<file path="config.mk">
export PLATFORM = sky130hd
export DESIGN_NAME = btp_fifo
export DESIGN_NICKNAME = d
export VERILOG_FILES = /design/src/hdl/btp_pkg.sv /design/src/hdl/btp_fifo.sv
export SDC_FILE = /design/constraint.sdc
export NUM_CORES = 1
export LEC_CHECK = 0
export ABC_AREA = 0
export BUFFER_PORTS_ARGS = -buffer_cell sky130_fd_sc_hd__buf_4
export CAP_MARGIN = 20
export CORE_MARGIN = 4
export CORE_UTILIZATION = 25
export DETAILED_ROUTE_END_ITERATION = 10
export GPL_TIMING_DRIVEN = 0
export HOLD_SLACK_MARGIN = 0.03
export SLEW_MARGIN = 20
export SYNTH_ARGS = -nofsm -noshare
export SYNTH_HDL_FRONTEND = slang
export SYNTH_SLANG_ARGS = --single-unit
</file>
<file path="constraint.sdc">
create_clock -name clk_i -period 1.51 [get_ports clk_i]
set_clock_uncertainty 0.15 [all_clocks]
set_input_delay 0 -clock clk_i [delete_from_list [all_inputs] [get_ports clk_i]]
set_output_delay 0 -clock clk_i [all_outputs]
set_load 0.02 [all_outputs]
</file>
<file path="src/hdl/btp_pkg.sv">
package btp_pkg;

  localparam int MAX_WIDTH    = 2048;
  localparam int MAX_HEIGHT   = 4096;
  localparam int PIX_W        = 8;
  localparam int CFG_WIDTH_W  = 12;
  localparam int CFG_HEIGHT_W = 13;
  localparam int CFG_DATA_W   = (CFG_WIDTH_W > CFG_HEIGHT_W) ? CFG_WIDTH_W : CFG_HEIGHT_W;
  localparam int CFG_INDEX_W  = 1;
  localparam int COL_W        = $clog2(MAX_WIDTH);
  localparam int EFF_W        = COL_W + 1;
  localparam int WCMP_W       = (EFF_W > CFG_WIDTH_W) ? EFF_W : CFG_WIDTH_W;
  localparam int ROW_W        = CFG_HEIGHT_W;
  localparam int PROD_W       = EFF_W + CFG_HEIGHT_W;
  localparam int LINE_W       = 2 * PIX_W;
  localparam int FIFO_DEPTH   = 4;
  localparam int FIFO_CNT_W   = $clog2(FIFO_DEPTH + 1);

  localparam int WIDTH_RESET  = 640;
  localparam int HEIGHT_RESET = 480;

  localparam logic [CFG_INDEX_W-1:0] REG_IMAGE_WIDTH  = CFG_INDEX_W'(0);
  localparam logic [CFG_INDEX_W-1:0] REG_IMAGE_HEIGHT = CFG_INDEX_W'(1);

  localparam logic [PIX_W-1:0] FULL_PIXEL = PIX_W'(255);

  typedef logic [1:0] tcell_t;
  localparam tcell_t T0 = 2'd0;
  localparam tcell_t T1 = 2'd1;
  localparam tcell_t TX = 2'd2;

  typedef tcell_t [2:0][2:0] tmpl_t;

  localparam tmpl_t BASE_A = '{'{T1, T1, T1}, '{TX, T1, TX}, '{T0, T0, T0}};
  localparam tmpl_t BASE_B = '{'{TX, T1, TX}, '{T0, T1, T1}, '{T0, T0, TX}};

  typedef logic [2:0][2:0][PIX_W-1:0] win_t;

  typedef struct packed {
    logic [PIX_W-1:0] out_pixel;
    logic             removed;
    logic             frame_end;
    logic             frame_changed;
  } btp_result_t;

  function automatic logic cell_ok(tcell_t t, logic [PIX_W-1:0] v);
    logic ok;
    case (t)
      T1:      ok = (v == FULL_PIXEL);
      T0:      ok = (v == '0);
      default: ok = 1'b1;
    endcase
    return ok;
  endfunction

  function automatic logic tmpl_hits(win_t w, tmpl_t b, int rot);
    logic   ok;
    tcell_t t;
    ok = 1'b1;
    for (int y = 0; y < 3; y++) begin
      for (int x = 0; x < 3; x++) begin
        case (rot)
          1:       t = b[x][2-y];
          2:       t = b[2-y][2-x];
          3:       t = b[2-x][y];
          default: t = b[y][x];
        endcase
        ok = ok & cell_ok(t, w[y][x]);
      end
    end
    return ok;
  endfunction

  function automatic logic match_any(win_t w);
    logic hit;
    hit = 1'b0;
    for (int rot = 0; rot < 4; rot++) begin
      hit = hit | tmpl_hits(w, BASE_A, rot) | tmpl_hits(w, BASE_B, rot);
    end
    return hit;
  endfunction

endpackage

</file>
<file path="src/hdl/btp_fifo.sv">
module btp_fifo (
  input  logic                              clk_i,
  input  logic                              rst_ni,
  input  logic                              push_i,
  input  btp_pkg::btp_result_t              data_i,
  input  logic                              pop_i,
  output btp_pkg::btp_result_t              data_o,
  output logic                              valid_o,
  output logic [btp_pkg::FIFO_CNT_W-1:0]    count_o
);

  import btp_pkg::*;

  localparam int PTR_W = $clog2(FIFO_DEPTH);

  btp_result_t       slot_q [FIFO_DEPTH];
  logic [PTR_W-1:0]  head_q, head_d;
  logic [PTR_W-1:0]  tail_q, tail_d;
  logic [FIFO_CNT_W-1:0] cnt_q, cnt_d;

  always_comb begin
    head_d = pop_i  ? head_q + 1'b1 : head_q;
    tail_d = push_i ? tail_q + 1'b1 : tail_q;
    cnt_d  = cnt_q;
    if (push_i && !pop_i) begin
      cnt_d = cnt_q + 1'b1;
    end else if (pop_i && !push_i) begin
      cnt_d = cnt_q - 1'b1;
    end
  end

  always_ff @(posedge clk_i or negedge rst_ni) begin
    if (!rst_ni) begin
      head_q <= '0;
      tail_q <= '0;
      cnt_q  <= '0;
    end else begin
      head_q <= head_d;
      tail_q <= tail_d;
      cnt_q  <= cnt_d;
    end
  end

  always_ff @(posedge clk_i) begin
    if (push_i) begin
      slot_q[tail_q] <= data_i;
    end
  end

  assign data_o  = slot_q[head_q];
  assign valid_o = (cnt_q != '0);
  assign count_o = cnt_q;

endmodule

</file>
Word-level counts from Yosys, hierarchy flattened

Memory sizes are Yosys's and may differ from the RTL's.
Cells that the tools add are included.

Register bits after elaboration: 7
Memory bits (writable): 44
Logic and storage cells: 18
Memories kept: 1

Memories:

| name   | words | width | rd ports | clocked after Yosys merged registers in | write ports | RTL line       | RTL |
|---|---|---|---|---|---|---|---|
| slot_q | 4     | 11    | 1        | 0                                       | 1           | btp_fifo.sv:16 | `btp_result_t slot_q [FIFO_DEPTH];` |

$add $sub $neg: 4
Muxes and demuxes: 4
Reduce and logical (&&, ||, !) cells: 6

Operators with widths:

| cell                                             | count |
|---|---|
| two-way mux 3 bit                                | 2 |
| adder 2 x 1 -> 2 bit, second input constant      | 2 |
| adder 3 x 1 -> 3 bit, second input constant      | 1 |
| nonzero test 3 bit                               | 1 |
| subtractor 3 x 1 -> 3 bit, second input constant | 1 |
| logical AND 1 bit                                | 2 |
| zero test 1 bit                                  | 2 |
| two-way mux 1 bit                                | 2 |
| nonzero test 2 bit                               | 1 |

Longest topological paths before layout

Depth after elaboration: 4
Gate-level depth with buffers: 7
Gate-level depth less buffers: 7

Worst setup path before layout

No wires, ideal clock.

Path kind: register to register
From: register cnt_q[0] (netlist: count_o[0])
To: register cnt_q[2] (netlist: count_o[2])
Arrival: 1.325 ns
Setup slack: -0.045 ns
Stages on the path, launching flop included: 5
Path through: dfrtp_1 > fa_1 > xor2_1 > nor2_1 > xor2_1

Longest elaborated chain between the ends: 3

Ends and longest elaborated chain:

| element                   | RTL line       | RTL |
|---|---|---|
| from (decl)               | btp_fifo.sv:19 | `logic [FIFO_CNT_W-1:0] cnt_q, cnt_d;` |
| from (signal assigned)    | btp_fifo.sv:40 | `cnt_q <= cnt_d;` |
| subtractor 3 x 1 -> 3 bit | btp_fifo.sv:28 | `cnt_d = cnt_q - 1'b1;` |
| two-way mux 3 bit         | btp_fifo.sv:27 | `end else if (pop_i && !push_i) begin` |
| two-way mux 3 bit *       | btp_fifo.sv:25 | `if (push_i && !pop_i) begin` |

Mark *: on every way between the ends. The rest lies on a longest branch, timed or not. The select of a mux whose other input is x is not followed.
A chain may end at the register's enable or synchronous reset.

==> reports/results.ini <==
[critical_path]
critPathMaxStageDelay_ps = 530
cp_top_family = multiplexers
rr_startpoint = count_o[0]
crit_type = reg -> out
crit_required_ps = 1360
path_cells = buf_12 > mux4_2 > buf_6
startpoint_type = register
cp_slowest_cell = mux4_2
critPathMaxFanout = 9
cp-end-kind = output port
critPathArrivalTime_ps = 1540
startpoint = head_q[0]
cp_num_buf_inv = 2

[timing]
setup-violations-final = 11
rsz0062_at_grt = true
worst_pin_slew_ps = 366
min_period_ps = 1690
finalCritPeriodShare_pct = 112
whs_ps = 63.3
slew_viol_final = 0
fmax_mhz = 593
slew_headroom_pct = 75.6
hold_viol = 0
setup_slack_ps = -177

[pwr]
powerDensity_nw_per_um2 = 1810
p_leak_nw = 0.970
ir_drop_uv = 850

[clock_network]
clkTransAtPathRegs_ps = 80
cts_tree = yes
root_buffer = clkbuf_8
cts_max_path_buffers = 2
cts_inserted_buffers = 5
cts-htree-levels = 2
clock_latency_ps = 290
clock-sinks = 51

[global_route]
gr-usage-met2_pct = 13.4
met1_usage_pct = 10.3
grt_pass1_vias = 1166
met3_usage_pct = 2.60
antenna_found_initial = 0
grtUsageTotal_pct = 8.08
top_usage_layer = met2
grt_first_pass_wirelength_um = 5900
grt_max_degree = 16
overflow = 0

[yosys]
ys_types = 17
postSynthCellCount = 90
syn_avg_cell_area_um2 = 22.0
ys.warnings.count = 0
synth-seq-cells = 51
syn-num-nets = 111
netlist_area_um2 = 1980
yosysSeqAreaShare_pct = 75.6

[detailed_routing]
dr.pass1.iters = 2
avgRoutedWirePerCell_um = 14.5
num_vias = 1016
drt-vias-per-instance = 4.06
drt-total-wl_um = 3630
drt_iter0_markers = 54
ant_nets = 0
drc = 0

[placement]
numPortBuffers = 29
dpl.hpwl_um = 2420
dp.cells = 221
place_area_um2 = 2330
gp_congestion = 0.689
place_ws_ps = -202

[cells_and_area]
stdcell_area_um2 = 2660
drive_above_1_share_pct = 40.5
fill_cells = 734
mostFrequentLayoutCell = edfxtp_1
area_growth_pct = 34.4
utilization_pct = 34.5
instances_no_fill = 250
n_antenna_cell = 0
layout_common_cells = 44 x edfxtp_1, 23 x buf_4, 17 x dlygate4sd3_1, 11 x mux4_2, 11 x buf_6
nets = 168

[floorplanning]
fp-row-count = 32
die_w_um = 97.0
die_area_um2 = 9410
start_util_pct = 25.6
pin_count = 30
coreArea_um2 = 7730
dieHeight_um = 97.0

[status]
status = complete, but fails checks
violations = negative setup slack

[run]
max_cap_viol_count = 0

[hold_path]
min_from = push_i
worstHoldPathType = in -> reg

## timing repair
action	CTS	global route
resized for setup	22	3
setup buffers	2	2
setup endpoints to repair	56	45
hold buffers	17	0
pin swaps	3	3
endpoints found under the hold margin	56	0
## per-layer routing
metal  share of wire (%)  up-vias  routed length, um
met1                  43      518               1570
met2                  51       28               1860
met5                   0        -                  0
met3                 5.0        3                183
li1                    -      467                  -
met4                0.52        0                 19
## final timing paths
check / endpoint / slack [ps] / cells after the start
max reg2reg: count_o[2] / 70 / 4
min in group asynchronous: tail_q[1] / 520 / 3
max in group asynchronous: count_o[0] / 410 / 3
max: data_o[10] / -180 / 3
min reg2reg: count_o[2] / 360 / 1
min: count_o[1] / 60 / 3
## final cells by class
class / count / area [um^2] / share of cell area (%)
Buffer: 2 / 27.5 / 1.03
Clock inverter: 2 / 8.76 / 0.329
Timing Repair Buffer: 50 / 459 / 17.2
Tap cell: 102 / 128 / 4.79
Multi-Input combinational cell: 33 / 453 / 17.0
Clock buffer: 6 / 72.6 / 2.73
Inverter: 4 / 15.0 / 0.564
Sequential cell: 51 / 1500 / 56.3
## state kept, by name (all words and copies together), names as in the netlist
signal   count
tail_q       2
count_o      3
slot_q      44
head_q       2
## where the power goes
group          internal [mW]  switching, mW  leakage (nW)  total [mW]
clock network          0.319          0.405        0.0426       0.724
registers               1.88          0.152         0.484        2.03
logic                   1.08          0.972         0.443        2.05
## kinds of logic after synthesis
kind of cell / after synthesis / synth area share (%)
DFF: 51 / 75.6
muxes: 12 / 13.6
and+or+nand+nor: 8 / 2.15
xor gates and xnor gates: 6 / 2.65
buffers and inverters: 6 / 1.58
adders and majority gates: 6 / 4.17
AOI/OAI and AO/OA: 1 / 0.252
## worst register-to-register path, cell delays in order, from the launching register on
cell,delay [ps]
dfrtp_2,440
fa_2,360
xor2_1,150
nor2_1,120
xor2_1,160
## synth_stat cells, drive strengths merged
cell    number  area share (%)
fa           1             1.0
and2         4             1.3
mux2         1            0.57
ha           5             3.2
inv          4            0.76
nor2         1            0.19
xnor2        2            0.88
buf          2            0.82
xor2         4             1.8
mux4        11              13
dfrtp        7             8.8
o21ai        1            0.25
or3          1            0.32
edfxtp      44              67
nand2        2            0.38
## per-stage QoR
stage                     TNS, ps  total power [mW]
after floorplan                 0              3.11
after global placement      -4710              3.71
after detailed placement    -7420              3.78
after CTS                   -1950              4.82
after global routing        -2370              5.09
final                       -1620              4.81
(Power assumes the default switching activity.)
